## config.mk

```make
export PLATFORM = sky130hd
export DESIGN_NAME = tssg_div
export DESIGN_NICKNAME = d
export VERILOG_FILES = /design/src/hdl/triangle_scanline_span_generator_core_assert.svh /design/src/hdl/tssg_pkg.sv /design/src/hdl/tssg_div.sv
export SDC_FILE = /design/constraint.sdc
export NUM_CORES = 1
export LEC_CHECK = 0
export BUFFER_PORTS_ARGS = -buffer_cell sky130_fd_sc_hd__buf_2
export CORE_UTILIZATION = 50
export CTS_CLUSTER_SIZE = 10
export DETAILED_ROUTE_END_ITERATION = 6
export GPL_TIMING_DRIVEN = 0
export HOLD_SLACK_MARGIN = 0.05
export PLACE_DENSITY = 0.86
export SYNTH_ARGS = -nofsm -noshare
export SYNTH_HDL_FRONTEND = slang
export SYNTH_SLANG_ARGS = --single-unit
```

## constraint.sdc

```tcl
create_clock -name clk -period 7.5 [get_ports clk]
set_input_delay 1.875 -clock clk [delete_from_list [all_inputs] [get_ports clk]]
set_output_delay 1.875 -clock clk [all_outputs]
set_load 0.02 [all_outputs]
```

## src/hdl/triangle_scanline_span_generator_core_assert.svh

```systemverilog
// assertion macros shared by the span generator rtl
// expects clk and rst_n in the scope where a macro is used
`ifndef TRIANGLE_SCANLINE_SPAN_GENERATOR_CORE_ASSERT_SVH
`define TRIANGLE_SCANLINE_SPAN_GENERATOR_CORE_ASSERT_SVH
`ifndef NO_ASSERTIONS
`define TSSG_ASSERT_IMP(lbl, ante, cons) lbl: assert property (@(posedge clk) \
  disable iff (!rst_n) (ante) |-> (cons)) else $error("tssg assertion failed");
`define TSSG_ASSERT_NXT(lbl, ante, cons) lbl: assert property (@(posedge clk) \
  disable iff (!rst_n) (ante) |=> (cons)) else $error("tssg assertion failed");
`else
`define TSSG_ASSERT_IMP(lbl, ante, cons)
`define TSSG_ASSERT_NXT(lbl, ante, cons)
`endif
`endif

```

## src/hdl/tssg_pkg.sv

```systemverilog
// types and constants of the triangle span generator
// no dependencies
`default_nettype none
package tssg_pkg;
  localparam int SLOPE_FRAC = 16;
  localparam int RATIO_FRAC = 30;
  localparam int CFG_IDX_W  = 3;
  localparam int CFG_DATA_W = 23;

  typedef enum logic [CFG_IDX_W-1:0] {
    CFG_ROW_STEP   = 3'd0,
    CFG_MIN_HEIGHT = 3'd1,
    CFG_RED        = 3'd2,
    CFG_GREEN      = 3'd3,
    CFG_BLUE       = 3'd4
  } cfg_idx_t;

  typedef enum logic [3:0] {
    ST_IDLE, ST_RATIO_GO, ST_RATIO_WAIT, ST_SPLIT_MUL, ST_SPLIT_FIN, ST_HALF,
    ST_SLOPE_GO, ST_SLOPE_WAIT, ST_DELTA, ST_WALK, ST_FLUSH
  } state_t;

  typedef enum logic [1:0] {
    MODE_NONE, MODE_FTOP, MODE_FBOT, MODE_SPLIT
  } mode_t;

  typedef struct packed {
    logic busy;
    logic done;
  } div_stat_t;
endpackage
`default_nettype wire

```

## src/hdl/tssg_div.sv

```systemverilog
// iterative restoring divider, one quotient bit per cycle
// depends on tssg_pkg
`default_nettype none
module tssg_div #(
  parameter int NW = 54,
  parameter int DW = 24
) (
  input  wire logic            clk,
  input  wire logic            rst_n,
  input  wire logic            start,
  input  wire logic [NW-1:0]   num,
  input  wire logic [DW-1:0]   den,
  output tssg_pkg::div_stat_t  stat,
  output logic      [NW-1:0]   quo
);
  localparam int CW = $clog2(NW + 1);

  logic [NW-1:0] q_r;
  logic [DW-1:0] rem_r, den_r;
  logic [CW-1:0] cnt_r;
  logic          busy_r, done_r;
  logic [DW:0]   trial;
  logic [DW:0]   diff;
  logic          take;

  assign trial = {rem_r, q_r[NW-1]};
  assign diff  = trial - {1'b0, den_r};
  assign take  = trial >= {1'b0, den_r};

  always_ff @(posedge clk) begin
    if (!rst_n) begin
      busy_r <= 1'b0;
      done_r <= 1'b0;
      cnt_r  <= '0;
    end else begin
      done_r <= 1'b0;
      if (start) begin
        busy_r <= 1'b1;
        cnt_r  <= CW'(NW);
      end else if (busy_r) begin
        cnt_r <= cnt_r - 1'b1;
        if (cnt_r == CW'(1)) begin
          busy_r <= 1'b0;
          done_r <= 1'b1;
        end
      end
    end
  end

  always_ff @(posedge clk) begin
    if (start) begin
      q_r   <= num;
      rem_r <= '0;
      den_r <= den;
    end else if (busy_r) begin
      q_r   <= {q_r[NW-2:0], take};
      rem_r <= take ? diff[DW-1:0] : trial[DW-1:0];
    end
  end

  assign stat.busy = busy_r;
  assign stat.done = done_r;
  assign quo       = q_r;
endmodule
`default_nettype wire

```

==> results of run 1 <==
[power by group through the flow]
stage | combinational [mW] | clock (mW) | sequential, mW
4_1_cts | 0.384 | 0.505 | 0.752
5_1_grt | 0.419 | 0.525 | 0.758
6_report | 0.389 | 0.500 | 0.753
3_3_place_gp | 0.363 | 0 | 0.761
2_1_floorplan | 0.224 | 0 | 0.796
3_5_place_dp | 0.380 | 0 | 0.764
[final cells by class]
| class | count | area (µm²) |
|---|---|---|
| buffer | 28 | 119 |
| inverter | 41 | 154 |
| clock buffer | 10 | 229 |
| timing repair buffer | 137 | 701 |
| multi-input combinational | 358 | 2620 |
| tap | 143 | 179 |
| fill | 903 | 4360 |
| clock inverter | 6 | 75.1 |
| sequential | 110 | 2980 |
[flip-flops by register name, indices dropped and copies added (netlist names)]
name	count
quo	54
den_r	24
rem_r	24
cnt_r	6
busy_r	1
done_r	1
[through the flow]
stage / util (%) / instance area [µm²] / instances
after floorplan: - / 5880 / 537
after global placement: 59.0 / 6740 / 816
after detailed placement: 59.2 / 6760 / 817
after CTS: 61.8 / 7060 / 833
after global routing: 61.8 / 7060 / 833
final: 61.8 / 7060 / 833
[cell families after synthesis]
logic type | count (synthesis)
fa+ha+maj | 27
xor+xnor | 19
simple gates | 140
mux | 54
compound gates | 118
buf+inv | 69
flops | 110
[Yosys cell counts, types with 14 or more instances]
cell	count
sky130_fd_sc_hd__edfxtp_1	78
sky130_fd_sc_hd__mux2_2	54
sky130_fd_sc_hd__nor2_1	51
sky130_fd_sc_hd__inv_1	41
sky130_fd_sc_hd__dfxtp_1	32
sky130_fd_sc_hd__a21oi_1	26
sky130_fd_sc_hd__ha_1	26
sky130_fd_sc_hd__nand3_1	23
sky130_fd_sc_hd__o21ai_0	23
sky130_fd_sc_hd__nand2_1	21
sky130_fd_sc_hd__a311oi_1	14
sky130_fd_sc_hd__clkbuf_1	14
sky130_fd_sc_hd__xnor2_1	14
[worst max-delay path, cell delays in order]
cell	delay [ps]
sky130_fd_sc_hd__buf_2	540
sky130_fd_sc_hd__clkbuf_1	500
sky130_fd_sc_hd__buf_1	520
sky130_fd_sc_hd__mux2_2	420
[worst paths after layout]
path | end | from | slack [ps] | cells after the start
worst min register to register | rem_r[12] | rem_r[11] | 500 | 2
worst max-delay path | quo[46] | start | 3730 | 4
worst max register to register | rem_r[22] | quo[53] | 4290 | 11
worst min-delay path | rem_r[12] | rem_r[11] | 500 | 2
[layer usage]
metal | up-vias | share of wire, % | wire length, µm
met5 | - | 0 | 0
met4 | 0 | 3.5 | 542
met3 | 50 | 8.6 | 1330
met2 | 273 | 50 | 7750
met1 | 2324 | 38 | 5880
li1 | 2277 | - | -
==> metrics.txt, run 1 <==
# TYPE chip_impl_metric gauge
chip_impl_metric{name="grt.total_usage",unit="%"} 25.2
chip_impl_metric{name="slew_viol_final",unit=""} 0
chip_impl_metric{name="syn_inst",unit=""} 537
chip_impl_metric{name="yosys_warnings",unit=""} 0
chip_impl_info{name="ctsRootBufferMaster",value="sky130_fd_sc_hd__clkbuf_16"} 1
chip_impl_metric{name="sequential_area_share_after_synthesis",unit="%"} 50.8
chip_impl_info{name="grt-busiest-layer",value="met2"} 1
chip_impl_metric{name="hold_violations",unit=""} 0
chip_impl_info{name="most_common_library_cell_in_the_layout_ignoring_fill_and_taps",value="sky130_fd_sc_hd__buf_2"} 1
chip_impl_metric{name="worstPathRequired",unit="ps"} 7610
chip_impl_metric{name="routed_wire_length_per_instance",unit="µm"} 18.6
chip_impl_metric{name="post_synth_cell_types",unit=""} 57
chip_impl_metric{name="synth-xor-area-share",unit="%"} 2.83
chip_impl_metric{name="netSwitchingPower",unit="mW"} 0.502
chip_impl_metric{name="final.setup.tns",unit="ps"} 0
chip_impl_metric{name="synth.avg_cell_area",unit="µm²"} 10.9
chip_impl_metric{name="antenna_found_initial",unit=""} 0
chip_impl_metric{name="postCtsSetupRepairBufs",unit=""} 0
chip_impl_metric{name="postLayoutSetupSlackWorst",unit="ps"} 3730
chip_impl_metric{name="proportion_of_total_power_due_to_net_switching",unit="%"} 30.6
chip_impl_metric{name="port-buffer-count",unit=""} 136
chip_impl_metric{name="synthesis.nets",unit=""} 645
chip_impl_metric{name="cts-htree-levels",unit=""} 3
chip_impl_metric{name="dp_slack",unit="ps"} 3420
chip_impl_metric{name="count_of_flip_flops_with_a_built_in_enable_after_synthesis",unit=""} 78
chip_impl_metric{name="synth-adder-area-share",unit="%"} 5.88
chip_impl_info{name="cts_tree",value="yes"} 1
chip_impl_metric{name="path_max_fanout",unit=""} 29
chip_impl_metric{name="fp.coreArea",unit="µm²"} 11400
chip_impl_metric{name="finish.net_count",unit=""} 793
chip_impl_metric{name="max_slew_margin",unit="%"} 53.5
chip_impl_metric{name="use_met1",unit="%"} 28.8
chip_impl_metric{name="drc_marker_count_from_the_first_detailed_route_iteration",unit=""} 387
chip_impl_metric{name="globalplace.congestion",unit=""} 0.949
chip_impl_metric{name="routed_wirelength",unit="mm"} 15.5
chip_impl_metric{name="drt.antenna.violating_nets",unit=""} 0
chip_impl_metric{name="drcViolationCount",unit=""} 0
chip_impl_metric{name="clkLatencyLatePin",unit="ps"} 360
chip_impl_metric{name="detail_route.vias_per_cell",unit=""} 5.91
chip_impl_metric{name="leakage",unit="nW"} 2.93
chip_impl_metric{name="clk_pin_slew",unit="ps"} 80
chip_impl_info{name="synth_top_family_by_area",value="compound AO/OA/AOI/OAI gates"} 1
chip_impl_metric{name="num_antenna_cells",unit=""} 0
chip_impl_metric{name="clock_path_buffers",unit=""} 2
chip_impl_metric{name="gr-usage-met2",unit="%"} 44.0
chip_impl_metric{name="std_cell_rows",unit=""} 39
chip_impl_info{name="primary_flip_flop_cell_chosen_by_synthesis_mapping",value="sky130_fd_sc_hd__edfxtp_1"} 1
chip_impl_metric{name="worst_pin_slew",unit="ps"} 698
chip_impl_metric{name="powerDensity",unit="nW/µm²"} 233
chip_impl_metric{name="post_cts.resized_instances",unit=""} 0
chip_impl_metric{name="via_count",unit=""} 4924
chip_impl_metric{name="post-route-period-util",unit="%"} 50.3
chip_impl_metric{name="fin_worst_hold_slack",unit="ps"} 505
chip_impl_metric{name="dieArea",unit="µm²"} 12200
chip_impl_metric{name="post_route_cells_drive_above_1_share",unit="%"} 32.3
chip_impl_info{name="rsz_0062_raised_after_global_routing",value="false"} 1
chip_impl_metric{name="async_reset_ff_share",unit="%"} 0
chip_impl_metric{name="floorplan.initialDensity",unit="%"} 51.5
chip_impl_metric{name="power_frac_seq",unit="%"} 45.8
chip_impl_metric{name="grt_pass1_vias",unit=""} 4897
chip_impl_metric{name="grt-ovfl-total",unit=""} 0
chip_impl_metric{name="fraction_of_synthesized_area_in_multiplexers",unit="%"} 10.3
chip_impl_metric{name="postCtsHoldBufs",unit=""} 0
chip_impl_metric{name="combinationalPowerShare",unit="%"} 23.7
chip_impl_info{name="netlist_top_cells_area",value="sky130_fd_sc_hd__edfxtp_1 40%, sky130_fd_sc_hd__dfxtp_1 11%, sky130_fd_sc_hd__mux2_2 10%"} 1
chip_impl_metric{name="io-pin-count",unit=""} 137
chip_impl_metric{name="netlist_area",unit="µm²"} 5880
chip_impl_metric{name="final_setup_skew",unit="ps"} 9.66
chip_impl_metric{name="grt_util_met3",unit="%"} 7.03
chip_impl_metric{name="cts.sinks",unit=""} 110
chip_impl_metric{name="cellInternalPower",unit="mW"} 1.14
chip_impl_metric{name="worst_ep_arrival_time",unit="ps"} 3880
chip_impl_metric{name="grt_max_degree",unit=""} 40
chip_impl_metric{name="vdd.ir_drop.worst",unit="mV"} 0.143
chip_impl_metric{name="fmax",unit="GHz"} 0.265
chip_impl_metric{name="setup_viol",unit=""} 0
chip_impl_info{name="criticalPathCategory",value="in2reg"} 1
chip_impl_metric{name="number_of_flip_flops_and_latches_in_the_synthesized_netlist",unit=""} 110
chip_impl_info{name="status",value="complete, no violations"} 1
chip_impl_metric{name="grt_first_pass_wirelength",unit="mm"} 24.4
chip_impl_metric{name="synth_compound_gate_area_share",unit="%"} 13.9
chip_impl_info{name="worstSetupEndpointType",value="flip-flop"} 1
chip_impl_metric{name="yosysTopAreaCellShare",unit="%"} 39.9
chip_impl_metric{name="detailedRoute.firstPassIterationCount",unit=""} 5
chip_impl_metric{name="tritoncts_buffers",unit=""} 9
chip_impl_metric{name="maxCapViolations",unit=""} 0
chip_impl_metric{name="detailedPlacementHpwl",unit="mm"} 11.4
chip_impl_metric{name="period_needed",unit="ps"} 3770
chip_impl_info{name="startpoint_type",value="input pin"} 1
chip_impl_metric{name="die_y",unit="µm"} 110
chip_impl_metric{name="power.total",unit="mW"} 1.64
chip_impl_info{name="mostFrequentLayoutCells",value="141 x sky130_fd_sc_hd__buf_2, 78 x sky130_fd_sc_hd__edfxtp_1, 54 x sky130_fd_sc_hd__mux2_2"} 1
chip_impl_metric{name="die_width",unit="µm"} 110
chip_impl_info{name="hp-class",value="reg2reg"} 1
chip_impl_metric{name="clockPowerShare",unit="%"} 30.5
chip_impl_metric{name="synth-simple-area-share",unit="%"} 11.7
chip_impl_info{name="most_area_hungry_cell_type_in_the_yosys_netlist",value="sky130_fd_sc_hd__edfxtp_1"} 1
chip_impl_metric{name="flow.area_growth_from_synthesis",unit="%"} 20.1
(Power assumes the default switching activity.)
==> run 2, diff against run 1 <==
Clock period 7.5 ns to 3.75 ns, I/O delays scaled along.
==> metrics.txt, run 2 (synthesis results as in run 1) <==
# TYPE chip_impl_metric gauge
chip_impl_metric{name="path_max_fanout",unit=""} 4
chip_impl_metric{name="dieArea",unit="µm²"} 12200
chip_impl_info{name="mostFrequentLayoutCells",value="141 x sky130_fd_sc_hd__buf_2, 78 x sky130_fd_sc_hd__edfxtp_1, 54 x sky130_fd_sc_hd__mux2_2"} 1
chip_impl_info{name="hp-class",value="reg2reg"} 1
chip_impl_metric{name="placement.cell_area",unit="µm²"} 6760
chip_impl_info{name="criticalPathCategory",value="reg2reg"} 1
chip_impl_info{name="crit_slowest_cell",value="sky130_fd_sc_hd__a2111oi_0"} 1
chip_impl_metric{name="drcViolationCount",unit=""} 0
chip_impl_metric{name="worstPathRequired",unit="ps"} 4010
chip_impl_info{name="cts_tree",value="yes"} 1
chip_impl_metric{name="final_cells",unit=""} 833
chip_impl_metric{name="routed_wirelength",unit="mm"} 15.5
chip_impl_metric{name="port-buffer-count",unit=""} 136
chip_impl_metric{name="leakage",unit="nW"} 2.93
chip_impl_info{name="status",value="complete, no violations"} 1
chip_impl_metric{name="detail_route.vias_per_cell",unit=""} 5.93
chip_impl_metric{name="drt.antenna.violating_nets",unit=""} 0
chip_impl_info{name="ctsRootBufferMaster",value="sky130_fd_sc_hd__clkbuf_16"} 1
chip_impl_metric{name="post_route_cells_drive_above_1_share",unit="%"} 32.3
chip_impl_metric{name="powerDensity",unit="nW/µm²"} 465
chip_impl_metric{name="routed_wire_length_per_instance",unit="µm"} 18.6
chip_impl_metric{name="postCtsSetupRepairBufs",unit=""} 0
chip_impl_metric{name="postCtsHoldBufs",unit=""} 0
chip_impl_metric{name="io-pin-count",unit=""} 137
chip_impl_metric{name="std_cell_rows",unit=""} 39
chip_impl_metric{name="power.total",unit="mW"} 3.28
chip_impl_metric{name="flow.area_growth_from_synthesis",unit="%"} 20.1
chip_impl_metric{name="clk_pin_slew",unit="ps"} 80
chip_impl_metric{name="grt-ovfl-total",unit=""} 0
chip_impl_metric{name="tritoncts_buffers",unit=""} 9
chip_impl_metric{name="fmax",unit="GHz"} 0.313
chip_impl_metric{name="globalplace.congestion",unit=""} 0.949
chip_impl_metric{name="clkLatencyLatePin",unit="ps"} 360
chip_impl_metric{name="largest_register_ffs",unit=""} 54
chip_impl_metric{name="period_needed",unit="ps"} 3190
chip_impl_metric{name="critical_path.max_stage_delay",unit="ps"} 460
chip_impl_info{name="worstSetupEndpointType",value="flip-flop"} 1
chip_impl_metric{name="drc_marker_count_from_the_first_detailed_route_iteration",unit=""} 387
chip_impl_metric{name="antenna_found_initial",unit=""} 0
chip_impl_metric{name="cts.sinks",unit=""} 110
chip_impl_metric{name="hold_violations",unit=""} 0
chip_impl_metric{name="clock_path_buffers",unit=""} 2
chip_impl_metric{name="via_count",unit=""} 4937
chip_impl_metric{name="grt_first_pass_wirelength",unit="mm"} 24.4
chip_impl_info{name="most_common_library_cell_in_the_layout_ignoring_fill_and_taps",value="sky130_fd_sc_hd__buf_2"} 1
chip_impl_metric{name="worst_ep_arrival_time",unit="ps"} 3450
chip_impl_metric{name="floorplan.initialDensity",unit="%"} 51.5
chip_impl_metric{name="detailedPlacementHpwl",unit="mm"} 11.4
chip_impl_metric{name="post_cts.resized_instances",unit=""} 0
chip_impl_metric{name="num_antenna_cells",unit=""} 0
chip_impl_metric{name="die_width",unit="µm"} 110
chip_impl_metric{name="grt.total_usage",unit="%"} 25.2
chip_impl_metric{name="postLayoutSetupSlackWorst",unit="ps"} 558
chip_impl_metric{name="max_slew_margin",unit="%"} 53.4
chip_impl_metric{name="detailedRoute.firstPassIterationCount",unit=""} 5
chip_impl_metric{name="place_inst",unit=""} 817
chip_impl_metric{name="vdd.ir_drop.worst",unit="mV"} 0.285
chip_impl_info{name="cp_cell_sequence",value="inv_1 > ha_1 > fa_1 > nor2b_1 > o31a_1 > o221ai_1 > a2111oi_0 > o41ai_1 > and3_1 > a211o_1 > a311oi_2"} 1
chip_impl_metric{name="finish.net_count",unit=""} 793
chip_impl_metric{name="final_setup_skew",unit="ps"} 9.33
chip_impl_metric{name="cts-htree-levels",unit=""} 3
chip_impl_metric{name="maxCapViolations",unit=""} 0
chip_impl_metric{name="dp_slack",unit="ps"} 609
chip_impl_metric{name="grt_pass1_vias",unit=""} 4892
chip_impl_info{name="rsz_0062_raised_after_global_routing",value="false"} 1
chip_impl_metric{name="fp.coreArea",unit="µm²"} 11400
chip_impl_metric{name="slew_viol_final",unit=""} 0
chip_impl_metric{name="postLayoutCellArea",unit="µm²"} 7060
chip_impl_metric{name="worst_pin_slew",unit="ps"} 700
chip_impl_metric{name="die_y",unit="µm"} 110
chip_impl_metric{name="post-route-period-util",unit="%"} 85.1
chip_impl_metric{name="setup_viol",unit=""} 0
chip_impl_info{name="startpoint_type",value="flip-flop"} 1
chip_impl_metric{name="grt_max_degree",unit=""} 40
chip_impl_metric{name="final.setup.tns",unit="ps"} 0
## run 2: critical path: cells and delay by family (launching register included)
| family | cells | cell delay (ps) |
|---|---|---|
| adders and majority gates | 2 | 600 |
| AOI/OAI and AO/OA | 6 | 1650 |
| and+or+nand+nor | 2 | 400 |
| DFF | 1 | 380 |
| buffers and inverters | 1 | 60 |
## run 2: metal layers
layer  vias to the layer above  track usage, %  part of all wire (%)
li1                       2275               -                     -
met1                      2335            28.8                    38
met2                       283            44.1                    50
met3                        44            7.03                   9.0
met4                         0            10.5                   3.2
met5                         -               0                     0
## run 2: stage by stage
| step | hold slack (ps) | utilization, % |
|---|---|---|
| floorplan | 470 | - |
| global placement | 487 | 59.0 |
| detailed placement | 497 | 59.2 |
| CTS | 505 | 61.8 |
| global route | 536 | 61.8 |
| finish | 507 | 61.8 |
## run 2: worst paths after layout
check             from         to  slack (ps)  cells past startpoint
max            quo[53]  rem_r[22]         560                     11
min          rem_r[11]  rem_r[12]         510                      2
max reg2reg    quo[53]  rem_r[22]         560                     11
min reg2reg  rem_r[11]  rem_r[12]         510                      2
## run 2: power by group
group / internal (mW) / switching [mW] / total, mW
clock: 0.533 / 0.470 / 1.00
combinational: 0.312 / 0.465 / 0.778
sequential: 1.43 / 0.0704 / 1.50
## run 2: cell type report
class                      count  area, µm²
buffer                        28        119
clock buffer                  10        229
clock inverter                 6       75.1
fill                         903       4360
inverter                      41        154
multi-input combinational    358       2620
sequential                   110       2980
tap                          143        179
timing repair buffer         137        701
